===== src/hw/rtl/ipv4fhb_pkg.sv =====
// shared types and constants of the ipv4 fragment header builder
// no dependencies; imported by every module of the block
`default_nettype none

package ipv4fhb_pkg;

  // fixed header constants
  localparam int unsigned IP_HDR_BYTES = 20;
  localparam logic [15:0] VER_IHL_TOS  = 16'h4500;
  localparam logic [7:0]  TTL_RESET    = 8'd64;

  // configuration register indexes
  localparam int unsigned CFG_IDX_W = 2;
  localparam logic [CFG_IDX_W-1:0] CFG_LOCAL_ADDR = 2'd0;
  localparam logic [CFG_IDX_W-1:0] CFG_TTL        = 2'd1;

  // request queue geometry
  localparam int unsigned QUEUE_DEPTH = 2;
  localparam int unsigned QUEUE_AW    = 1;

  // widths of the checksum partial sums
  localparam int unsigned BASE_SUM_W = 19;
  localparam int unsigned FULL_SUM_W = 20;

  // one classified request
  typedef struct packed {
    logic [15:0]           payload_len;
    logic [BASE_SUM_W-1:0] base_sum;
  } req_t;

  // push from front part into the queue
  typedef struct packed {
    logic valid;
    req_t req;
  } push_t;

endpackage

`default_nettype wire


===== src/hw/rtl/ipv4fhb_front.sv =====
// front part: configuration registers, request accept, fixed checksum words
// depends on ipv4fhb_pkg
`default_nettype none

module ipv4fhb_front (
  input  wire logic                              clk,
  input  wire logic                              rst,
  input  wire logic                              cfg_valid,
  input  wire logic [ipv4fhb_pkg::CFG_IDX_W-1:0] cfg_index,
  input  wire logic [31:0]                       cfg_data,
  input  wire logic                              in_valid,
  output      logic                              in_ready,
  input  wire logic [15:0]                       payload_len,
  input  wire logic [7:0]                        protocol_num,
  input  wire logic [31:0]                       dest_address,
  input  wire logic                              queue_full,
  output      ipv4fhb_pkg::push_t                push
);
  import ipv4fhb_pkg::*;

  logic [31:0] local_address;
  logic [7:0]  time_to_live;

  // configuration registers
  always_ff @(posedge clk) begin
    if (rst) begin
      local_address <= '0;
      time_to_live  <= TTL_RESET;
    end else if (cfg_valid) begin
      unique case (cfg_index)
        CFG_LOCAL_ADDR: local_address <= cfg_data;
        CFG_TTL:        time_to_live  <= cfg_data[7:0];
        default: ;
      endcase
    end
  end

  // accept handshake, and sum of the header words that stay the same over all fragments
  assign in_ready        = !queue_full;
  assign push.valid      = in_valid && !queue_full;
  assign push.req.payload_len = payload_len;
  assign push.req.base_sum =
      BASE_SUM_W'(VER_IHL_TOS)
    + BASE_SUM_W'({time_to_live, protocol_num})
    + BASE_SUM_W'(local_address[31:16])
    + BASE_SUM_W'(local_address[15:0])
    + BASE_SUM_W'(dest_address[31:16])
    + BASE_SUM_W'(dest_address[15:0]);

endmodule

`default_nettype wire


===== src/hw/rtl/ipv4fhb_queue.sv =====
// two-entry request queue between front and back parts
// depends on ipv4fhb_pkg
`default_nettype none

module ipv4fhb_queue (
  input  wire logic                clk,
  input  wire logic                rst,
  input  wire ipv4fhb_pkg::push_t  push,
  output      logic                full,
  output      logic                not_empty,
  output      ipv4fhb_pkg::req_t   head,
  input  wire logic                pop
);
  import ipv4fhb_pkg::*;

  req_t                entries [QUEUE_DEPTH];
  logic [QUEUE_AW-1:0] wr_ptr;
  logic [QUEUE_AW-1:0] rd_ptr;
  logic [QUEUE_AW:0]   count;

  // storage
  always_ff @(posedge clk) begin
    if (push.valid) begin
      entries[wr_ptr] <= push.req;
    end
  end

  // pointers and fill count
  always_ff @(posedge clk) begin
    if (rst) begin
      wr_ptr <= '0;
      rd_ptr <= '0;
      count  <= '0;
    end else begin
      if (push.valid) wr_ptr <= wr_ptr + 1'b1;
      if (pop)        rd_ptr <= rd_ptr + 1'b1;
      case ({push.valid, pop})
        2'b10:   count <= count + 1'b1;
        2'b01:   count <= count - 1'b1;
        default: count <= count;
      endcase
    end
  end

  assign full      = (count == (QUEUE_AW+1)'(QUEUE_DEPTH));
  assign not_empty = (count != '0);
  assign head      = entries[rd_ptr];

  // no pop from an empty queue, no push into a full one
  a_no_underflow: assert property (@(posedge clk) disable iff (rst)
    pop |-> not_empty) else $error("queue pop while empty");
  a_no_overflow: assert property (@(posedge clk) disable iff (rst)
    push.valid |-> !full) else $error("queue push while full");

endmodule

`default_nettype wire


===== src/hw/rtl/ipv4fhb_back.sv =====
// back part: fragment sequencer, per-fragment checksum and output register
// depends on ipv4fhb_pkg
`default_nettype none

module ipv4fhb_back #(
  parameter int unsigned LINK_MTU = 1500
) (
  input  wire logic               clk,
  input  wire logic               rst,
  input  wire logic               req_valid,
  input  wire ipv4fhb_pkg::req_t  req,
  output      logic               req_pop,
  output      logic               out_valid,
  input  wire logic               out_ready,
  output      logic [15:0]        packet_ident,
  output      logic [12:0]        frag_offset,
  output      logic               more_fragments,
  output      logic [10:0]        total_length,
  output      logic [15:0]        header_checksum
);
  import ipv4fhb_pkg::*;

  localparam int unsigned LimitLen  = LINK_MTU - IP_HDR_BYTES;
  localparam int unsigned FragStep  = (LimitLen / 8) * 8;
  localparam logic [15:0] LimitW    = 16'(LimitLen);
  localparam logic [15:0] StepW     = 16'(FragStep);
  localparam logic [12:0] StepUnits = 13'(FragStep / 8);
  localparam logic [15:0] FullTlen  = 16'(FragStep + IP_HDR_BYTES);
  localparam logic [15:0] HdrLen    = 16'(IP_HDR_BYTES);

  typedef enum logic [1:0] {S_IDLE, S_SUM, S_FOLD, S_WAIT} state_t;

  state_t                state;
  logic [15:0]           remaining;
  logic [12:0]           offset;
  logic [BASE_SUM_W-1:0] base_sum;
  logic [15:0]           ident;
  logic                  mf;
  logic [10:0]           tlen;
  logic [FULL_SUM_W-1:0] sum;

  logic                  mf_c;
  logic [15:0]           tlen_c;
  logic [16:0]           fold1;
  logic [15:0]           fold2;

  // split decision, length of the current fragment and checksum fold
  always_comb begin
    mf_c   = remaining > LimitW;
    tlen_c = mf_c ? FullTlen : remaining + HdrLen;
    fold1  = {1'b0, sum[15:0]} + 17'(sum[FULL_SUM_W-1:16]);
    fold2  = fold1[15:0] + 16'(fold1[16]);
  end

  assign req_pop   = (state == S_WAIT) && out_ready && !mf;
  assign out_valid = (state == S_WAIT);

  // sequencer with output register
  always_ff @(posedge clk) begin
    if (rst) begin
      state <= S_IDLE;
      ident <= '0;
    end else begin
      unique case (state)
        S_IDLE: begin
          if (req_valid) begin
            remaining <= req.payload_len;
            base_sum  <= req.base_sum;
            offset    <= '0;
            state     <= S_SUM;
          end
        end
        S_SUM: begin
          mf    <= mf_c;
          tlen  <= tlen_c[10:0];
          sum   <= FULL_SUM_W'(base_sum) + FULL_SUM_W'(tlen_c) + FULL_SUM_W'(ident)
                 + FULL_SUM_W'({2'b00, mf_c, offset});
          state <= S_FOLD;
        end
        S_FOLD: begin
          packet_ident    <= ident;
          frag_offset     <= offset;
          more_fragments  <= mf;
          total_length    <= tlen;
          header_checksum <= ~fold2;
          state           <= S_WAIT;
        end
        S_WAIT: begin
          if (out_ready) begin
            if (mf) begin
              remaining <= remaining - StepW;
              offset    <= offset + StepUnits;
              state     <= S_SUM;
            end else begin
              ident <= ident + 16'd1;
              state <= S_IDLE;
            end
          end
        end
        default: state <= S_IDLE;
      endcase
    end
  end

  // a fragment with more following always carries a full step of payload
  a_full_step: assert property (@(posedge clk) disable iff (rst)
    (out_valid && more_fragments) |-> total_length == FullTlen[10:0])
    else $error("non-last fragment with short length");
  // identifier moves on only after the last fragment is taken
  a_ident_step: assert property (@(posedge clk) disable iff (rst)
    req_pop |=> ident == $past(ident) + 16'd1)
    else $error("identifier not advanced after last fragment");

endmodule

`default_nettype wire


===== src/hw/rtl/ipv4_fragment_header_builder_unit.sv =====
// Send request in, one IPv4 header record per fragment out. A request is
// classified by the front part (fixed checksum words summed) and parked in a
// two-entry queue. The request being worked on stays at the queue head until
// its last fragment is taken, so one further request is taken while the back
// part works. The back part loads the request, then takes each fragment
// through the steps sum, fold and present, waiting in present until the output
// is taken; this pace is set by the single checksum adder and fold path of the
// fragment sequencer. The payload of every fragment but the last is
// (LINK_MTU - 20) rounded down to a multiple of 8. Configuration writes are
// taken every cycle and apply to requests accepted afterwards.
// depends on ipv4fhb_pkg, ipv4fhb_front, ipv4fhb_queue, ipv4fhb_back
`default_nettype none

module ipv4_fragment_header_builder_unit #(
  parameter int unsigned LINK_MTU = 1500
) (
  input  wire logic                              clk,
  input  wire logic                              rst,
  // configuration write channel
  input  wire logic                              cfg_valid,
  output      logic                              cfg_ready,
  input  wire logic [ipv4fhb_pkg::CFG_IDX_W-1:0] cfg_index,
  input  wire logic [31:0]                       cfg_data,
  // requests
  input  wire logic                              s_axis_tvalid,
  output      logic                              s_axis_tready,
  // payload_len[15:0], protocol_num[23:16], dest_address[55:24]
  input  wire logic [55:0]                       s_axis_tdata,
  // header records
  output      logic                              m_axis_tvalid,
  input  wire logic                              m_axis_tready,
  // packet_ident[15:0], frag_offset[28:16], total_length[39:29],
  // header_checksum[55:40]
  output      logic [55:0]                       m_axis_tdata,
  // high on the last fragment (more-fragments flag clear)
  output      logic                              m_axis_tlast
);
  import ipv4fhb_pkg::*;

  push_t       push;
  req_t        head;
  logic        queue_full;
  logic        queue_not_empty;
  logic        queue_pop;
  logic [15:0] packet_ident;
  logic [12:0] frag_offset;
  logic        more_fragments;
  logic [10:0] total_length;
  logic [15:0] header_checksum;

  assign cfg_ready = 1'b1;

  ipv4fhb_front u_front (
    .clk          (clk),
    .rst          (rst),
    .cfg_valid    (cfg_valid),
    .cfg_index    (cfg_index),
    .cfg_data     (cfg_data),
    .in_valid     (s_axis_tvalid),
    .in_ready     (s_axis_tready),
    .payload_len  (s_axis_tdata[15:0]),
    .protocol_num (s_axis_tdata[23:16]),
    .dest_address (s_axis_tdata[55:24]),
    .queue_full   (queue_full),
    .push         (push)
  );

  ipv4fhb_queue u_queue (
    .clk       (clk),
    .rst       (rst),
    .push      (push),
    .full      (queue_full),
    .not_empty (queue_not_empty),
    .head      (head),
    .pop       (queue_pop)
  );

  ipv4fhb_back #(
    .LINK_MTU (LINK_MTU)
  ) u_back (
    .clk             (clk),
    .rst             (rst),
    .req_valid       (queue_not_empty),
    .req             (head),
    .req_pop         (queue_pop),
    .out_valid       (m_axis_tvalid),
    .out_ready       (m_axis_tready),
    .packet_ident    (packet_ident),
    .frag_offset     (frag_offset),
    .more_fragments  (more_fragments),
    .total_length    (total_length),
    .header_checksum (header_checksum)
  );

  // pack the record
  assign m_axis_tdata = {header_checksum, total_length, frag_offset, packet_ident};
  assign m_axis_tlast = !more_fragments;

endmodule

`default_nettype wire

===== config.mk =====
export PLATFORM = sky130hd
export DESIGN_NAME = ipv4_fragment_header_builder_unit
export DESIGN_NICKNAME = d
export VERILOG_FILES = /design/src/hw/rtl/ipv4fhb_pkg.sv /design/src/hw/rtl/ipv4fhb_front.sv /design/src/hw/rtl/ipv4fhb_queue.sv /design/src/hw/rtl/ipv4fhb_back.sv /design/src/hw/rtl/ipv4_fragment_header_builder_unit.sv
export SDC_FILE = /design/constraint.sdc
export NUM_CORES = 1
export LEC_CHECK = 0
export BUFFER_PORTS_ARGS = -buffer_cell sky130_fd_sc_hd__buf_2
export CORE_MARGIN = 2
export CORE_UTILIZATION = 43
export CTS_BUF_LIST = sky130_fd_sc_hd__clkbuf_16
export DETAILED_ROUTE_END_ITERATION = 7
export GPL_ROUTABILITY_DRIVEN = 0
export GPL_TIMING_DRIVEN = 0
export HOLD_SLACK_MARGIN = 0.1
export PLACE_DENSITY = 0.57
export SYNTH_ARGS = -nofsm -noshare
export SYNTH_HDL_FRONTEND = slang
export SYNTH_SLANG_ARGS = --single-unit

===== constraint.sdc =====
create_clock -name clk -period 9.5 [get_ports clk]
set_clock_uncertainty 0.05 [all_clocks]
set_input_delay 0.95 -clock clk [delete_from_list [all_inputs] [get_ports clk]]
set_output_delay 0.95 -clock clk [all_outputs]
set_load 0.01 [all_outputs]

Word-level counts from Yosys, hierarchy flattened
Memories as Yosys holds them, arrays and structs flattened. A register that Yosys moved wholly into a read port is not among the register bits.
Cells that the tools add are included.
{"block": "op_classes", "n_reduce_logical": 19, "mux": 18, "n_bitwise": 3, "add_sub_neg": 18, "eq_ne": 10, "magnitude_cmp": 1}
{"cell": "$add A19 B16 Y19", "n": 4}
{"cell": "$mux W16", "n": 4}
{"cell": "$mux W13", "n": 3}
{"cell": "$pmux W16 S2", "n": 1}
{"cell": "$pmux W13 S2", "n": 1}
{"cell": "$add A19 B16 Y20", "n": 1}
{"cell": "$add A20 B14 Y20", "n": 1}
{"cell": "$add A20 B16 Y20", "n": 1}
{"cell": "$add A15 B16 Y17 const A", "n": 1}
{"cell": "$add A16 B4 Y17", "n": 1}
{"cell": "$add A16 B1 Y16", "n": 1}
{"cell": "$add A16 B1 Y16 const B", "n": 1}
{"cell": "$add A16 B5 Y16 const B", "n": 1}
{"cell": "$gt A16 B11 Y1 const B", "n": 1}
{"cell": "$not A16 Y16", "n": 1}
{"cell": "$sub A16 B11 Y16 const B", "n": 1}
{"cell": "$add A13 B8 Y13 const B", "n": 1}
{"cell": "$reduce_and A2 Y1", "n": 5}
{"cell": "$eq A2 B2 Y1 const B", "n": 4}
{"cell": "$pmux W2 S4", "n": 1}
{"cell": "$eq A2 B1 Y1 const B", "n": 3}
{"cell": "$reduce_and A3 Y1", "n": 2}
{"cell": "$reduce_bool A2 Y1", "n": 3}
{"cell": "$mux W1", "n": 5}
{"cell": "12 further kinds", "n": 21}
{"block": "word_totals", "wordCells": 88, "in_bits": 95, "output_inout_bits": 60, "n_memories": 1, "ram_bits": 70, "register_bits": 199}
{"name": "u_queue.entries", "words": 2, "width": 35, "rd": 1, "rd_clocked_by_memory_dff": 1, "wr": 1, "line_no": "ipv4fhb_queue.sv:16", "rtl": "req_t entries [QUEUE_DEPTH];"}

Logic depth before layout (Yosys ltp)
{"block": "depth", "ltp_word": 5, "depth_mapped": 21, "mapped_depth_nobuf": 20}

Modules after synthesis
A second synthesis with hierarchy kept.
{"block": "unflattened", "cells_unflattened": 1269, "area_unflattened_um2": 14838.0}
{"module": "ipv4fhb_back", "cells_per_inst": 655, "n_inst": 1, "seq_area_each_um2": 4474.3, "area_each_um2": 8214.1}
{"module": "ipv4fhb_front", "cells_per_inst": 480, "n_inst": 1, "seq_area_each_um2": 800.8, "area_each_um2": 3880.0}
{"module": "ipv4fhb_queue", "cells_per_inst": 131, "n_inst": 1, "seq_area_each_um2": 2202.1, "area_each_um2": 2728.9}
{"module": "ipv4_fragment_header_builder_unit", "cells_per_inst": 3, "n_inst": 1, "seq_area_each_um2": 0.0, "area_each_um2": 15.0}

Worst setup path before layout
Ideal clock, no wire load.
{"block": "synth_timing", "path_kind": "flip-flop to flip-flop", "start": "reg u_back.remaining[4]", "end": "reg u_back.sum[15] (data pin)", "n_path_buf": 1, "t_required_ps": 9191, "synth_period_minus_slack_ps": 5032, "stages_incl_launch_ff": 22, "path_slack_ps": 4468, "setup_ps": 259, "t_arrival_ps": 4723, "path_cell_list": "edfxtp_1 -> clkbuf_1 -> or3_1 -> a21oi_1 -> inv_1 -> a21oi_1 -> a31oi_1 -> nor3_1 -> nand2_1 -> fa_1 -> inv_1 -> fa_1 -> ha_1 -> inv_1 -> fa_1 -> nor2b_1 -> o21ai_0 -> a21boi_0 -> o21ai_0 -> o21ai_0 -> o31a_1 -> xor2_1"}
{"block": "synth_between", "elab_chain_len": 5, "elab_cells_between_ends": 6, "classes_between": "add/sub (4); order compare (1); mux (1)"}
{"element": "start: declaration", "line_no": "ipv4fhb_back.sv:34", "rtl": "logic [15:0] remaining;"}
{"element": "start signal: assignment", "line_no": "ipv4fhb_back.sv:67", "rtl": "remaining <= req.payload_len;"}
{"element": "start signal: assignment", "line_no": "ipv4fhb_back.sv:91", "rtl": "remaining <= remaining - StepW;"}
{"element": "$add A16 B5 Y16 or $gt A16 B11 Y1 (tied branches)", "line_no": "ipv4fhb_back.sv:50, ipv4fhb_back.sv:49"}
{"element": "$mux W16", "line_no": "ipv4fhb_back.sv:50", "rtl": "tlen_c = mf_c ? FullTlen : remaining + HdrLen;"}
{"element": "$add A19 B16 Y20", "line_no": "ipv4fhb_back.sv:76", "rtl": "sum <= FULL_SUM_W'(base_sum) + FULL_SUM_W'(tlen_c) + FULL_SUM_W'(ident)"}
{"element": "$add A20 B16 Y20", "line_no": "ipv4fhb_back.sv:76"}
{"element": "$add A20 B14 Y20 *", "line_no": "ipv4fhb_back.sv:77", "rtl": "+ FULL_SUM_W'({2'b00, mf_c, offset});"}
{"element": "end signal: assignment", "line_no": "ipv4fhb_back.sv:76"}
{"element": "end: declaration", "line_no": "ipv4fhb_back.sv:40", "rtl": "logic [FULL_SUM_W-1:0] sum;"}
Mark *: on every way between the ends. The rest lies on a longest branch, timed or not.
A chain may end at the register's enable or synchronous reset.

Final worst setup path
{"block": "layout_timing", "start": "reg u_back.remaining[4]", "end": "reg u_back.sum[16] (data pin)"}
{"block": "layout_between", "elab_chain_len": 5, "elab_cells_between_ends": 6, "classes_between": "add/sub (4); order compare (1); mux (1)"}
{"element": "$gt A16 B11 Y1", "line_no": "ipv4fhb_back.sv:49", "rtl": "mf_c = remaining > LimitW;"}
{"element": "$mux W16", "line_no": "ipv4fhb_back.sv:50"}
{"element": "named net u_back.tlen_c[2]", "line_no": "ipv4fhb_back.sv:43", "rtl": "logic [15:0] tlen_c;"}
{"element": "$add A19 B16 Y20", "line_no": "ipv4fhb_back.sv:76"}
{"element": "$add A20 B16 Y20", "line_no": "ipv4fhb_back.sv:76"}
{"element": "$add A20 B14 Y20", "line_no": "ipv4fhb_back.sv:77"}
The timed path passes the listed nets, and every way through them passes these cells.

==> summary.txt <==
Status
  • Status: completed

Place
  • Setup WS pre-CTS: 3580 ps
  • Dpl cells: 1,809
  • I/O Buffers: 152
  • DP HPWL: 22.4 mm

Logic synthesis
  • Synthesis-stage register bit count: 270
  • Yosys cell types: 64
  • Leading area contributor after synthesis: edfxtp_1
  • Cells after synthesis: 1,207
  • Top FF cell, synth: edfxtp_1
  • Post-synth top area share: 0.432
  • Top cells by count, synth: 207 x edfxtp_1, 130 x inv_1, 112 x nand2_1
  • Mean area per synthesized cell: 11.9 µm²
  • Synth area leaders: edfxtp_1 43%, fa_1 11%, dfxtp_1 8.8%, ha_1 5.4%, inv_1 3.4%
  • Number of flops mapped to enable cells by yosys: 207
  • Top-count cell post-synth: edfxtp_1
  • Synthesized area: 14,400 µm²
  • Asr flop ratio synth: 0
  • Post-synthesis sequential area ratio: 0.520
  • Synth Warn #: 0

Worst setup path
  • Crit-path leading delay family: compound AO/OA/AOI/OAI gates
  • CP Class: reg2reg
  • Worst Path Max Fanout: 10
  • CP dominant cell by count: inv_1
  • RR Endpoint: u_back.sum[16]
  • Worst path slowest cell: fa_1
  • CP endpoint kind: register
  • Worst Path Required: 9730 ps
  • WP data arrival: 6220 ps
  • Crit path to: u_back.sum[16]
  • Critical Path Source Type: register
  • R2r setup slk: 3510 ps
  • Reg2Reg Depth: 21
  • R2R Path Start: u_back.remaining[4]
  • Slowest stage delay, CP: 560 ps
  • Cells along the critical path: clkbuf_1 -> or3_1 -> a21oi_1 -> inv_1 -> a21oi_1 -> a31oi_1 -> nor3_1 -> buf_2 -> nand2_1 -> fa_1 -> inv_1 -> fa_1 -> inv_1 -> ha_1 -> a211oi_1 -> o21ai_0 -> a31oi_1 -> o31a_1 -> nand2b_1 -> a211oi_1 -> nor2_1
  • Worst Setup SP: u_back.remaining[4]
  • Buffers & Inverters on Critical Path: 5
  • Cell depth of the worst setup path: 21

Pwr
  • PD cells: 244 nW/µm²
  • Overall power: 4.12 mW
  • Static Leak: 6.68 nW
  • VDD IR max: 144 µV

CTS
  • Reg clk slew, reported paths: 60 ps
  • Clk sinks: 270
  • Post-CTS Setup Inserts: 0
  • Post-CTS resize count: 0
  • Clock root cell: clkbuf_16
  • H-tree depth: 1
  • CTS tree: done
  • Post-CTS Hold Fix Bufs: 0
  • Clock Path Buffers: 3
  • Clock latency at the later pin of the worst-skew pair: 550 ps
  • Cts bufs inserted: 31

GRT
  • GR Util All Layers: 0.167
  • Initial antenna violation count: 0
  • Vias in the first global route: 9,071
  • First-pass GRT wire length: 47.1 mm
  • Largest net degree at the start of global routing: 36
  • Gr ovfl total: 0

Routing
  • DR iter-0 viols: 521
  • Wire per inst: 15.4 µm
  • Number of routed nets with antenna violations: 0
  • WL final: 28.8 mm
  • Vias: 9,054
  • 1st-pass router iterations: 5
  • Vias per cell: 4.85
  • DRC: 0

STA
  • Period utilisation layout: 0.630
  • Worst setup margin: 3510 ps
  • Worst slew margin: 0.395
  • Final Max Slew Viols: 0
  • Tightest Pin Transition: 906 ps
  • Final min period: 5990 ps
  • RSZ-0062 raised after global routing: false
  • Final Hold Vio Count: 0
  • Max frequency: 167 MHz
  • Sum Neg Setup Slack: 0 ps
  • Final setup fails: 0

Layout
  • Ant diodes: 0
  • Finished Core Util: 0.515
  • Layout Cells excl Fill: 1,866
  • Fin nets: 1,635
  • Area occupied by multi-input gates: 6320 µm²
  • Fillers: 2,934
  • Area Growth Syn to Fin: 17.2%
  • Layout cells sized above 1: 0.176
  • Register area: 7480 µm²

Floorplan
  • Die X: 187 µm
  • IO Pins: 155
  • Initial core utilization: 0.440
  • Core area: 32,700 µm²
  • DIE AREA: 34,900 µm²
  • Die Span Y: 187 µm
  • Rows: 66

Worst hold path
  • HP Class: reg2reg

Flow run
  • Maxcap violations: 0
-- registers in the layout, indices dropped and copies added, names as in the netlist, 2 cells and up, named ones only --
signal / count
u_back.base_sum: 19
u_back.frag_offset: 13
u_back.header_checksum: 16
u_back.ident: 16
u_back.offset: 13
u_back.packet_ident: 16
u_back.remaining: 16
u_back.state: 2
u_back.sum: 20
u_back.tlen: 11
u_back.total_length: 11
u_front.local_address: 32
u_front.time_to_live: 8
u_queue.count: 2
u_queue.entries: 70
-- worst register-to-register path, cell delays in order (launching register included) --
cell	delay, ps
edfxtp_1	360
clkbuf_1	200
or3_1	460
a21oi_1	240
inv_1	60
a21oi_1	320
a31oi_1	100
nor3_1	430
buf_2	300
nand2_1	130
fa_1	500
inv_1	50
fa_1	560
inv_1	60
ha_1	300
a211oi_1	340
o21ai_0	170
a31oi_1	450
o31a_1	240
nand2b_1	70
a211oi_1	220
nor2_1	100
-- cell usage in the layout (no fill, tap or decap), types with 7 or more instances in the layout --
| cell | n |
|---|---|
| nor2b_1 | 13 |
| ha_1 | 62 |
| clkbuf_1 | 27 |
| nand2b_1 | 8 |
| mux2i_1 | 24 |
| and2_1 | 15 |
| o21a_1 | 10 |
| nor3_1 | 18 |
| a211oi_1 | 13 |
| nand3_1 | 24 |
| or3_1 | 7 |
| and3_1 | 12 |
| inv_1 | 133 |
| clkbuf_16 | 31 |
| nor2_1 | 65 |
| a21oi_1 | 65 |
| dfxtp_1 | 63 |
| fa_1 | 78 |
| o21ai_0 | 39 |
| nand2_1 | 112 |
| edfxtp_1 | 207 |
| xor2_1 | 43 |
| xnor2_1 | 51 |
| a21o_1 | 12 |
| mux2_2 | 20 |
| buf_2 | 154 |
-- stage by stage --
step	hold slack [ps]	area [µm²]
floorplan	350	14400
global placement	356	15700
detailed placement	357	15800
CTS	371	16900
global route	369	16900
finish	370	16900
-- layer usage --
layer  global-route usage  vias up  share of wire
met1                0.234     4237           0.48
met3               0.0251       41          0.046
li1                     -     4556              -
met5                    0        -              0
met2                0.274      220           0.45
met4               0.0421        0          0.023
-- worst min-delay path by stage --
stage / slack (ps) / start / cells past startpoint / end
2_1_floorplan: 350 / u_back.tlen[0] / 0 / u_back.total_length[0]
3_3_place_gp: 360 / u_back.tlen[9] / 0 / u_back.total_length[9]
3_5_place_dp: 360 / u_back.tlen[6] / 0 / u_back.total_length[6]
4_1_cts: 370 / u_back.tlen[6] / 0 / u_back.total_length[6]
5_1_grt: 370 / u_back.tlen[9] / 0 / u_back.total_length[9]
6_report: 370 / u_back.tlen[9] / 0 / u_back.total_length[9]
-- where the power goes --
part           total, mW  leakage [nW]  internal, mW  switching (mW)
Sequential          1.66          2.41          1.56          0.0982
Clock               1.20         0.518         0.730           0.471
Combinational       1.26          3.76         0.530           0.726
Total               4.12          6.68          2.82            1.30
-- layout make-up --
class / instances / area share
Clock inverter: 26 / 0.0160
Timing Repair Buffer: 157 / 0.0493
Sequential cell: 270 / 0.444
Tap cell: 442 / 0.0328
Clock buffer: 31 / 0.0460
Multi-Input combinational cell: 774 / 0.375
Inverter: 130 / 0.0290
Buffer: 36 / 0.00839
-- logic make-up (layout without fill, tap and decap cells) --
logic type | count (synthesis) | after routing | share of synthesized area
mux | 44 | 44 | 0.0324
flops | 270 | 270 | 0.520
buf+inv | 166 | 380 | 0.0438
xor+xnor | 94 | 94 | 0.0573
simple gates | 311 | 311 | 0.104
compound gates | 180 | 180 | 0.0792
other cells | 2 | 5 | 0.000522
fa+ha+maj | 140 | 140 | 0.163
Note: power is estimated with default switching activity, not from simulation.
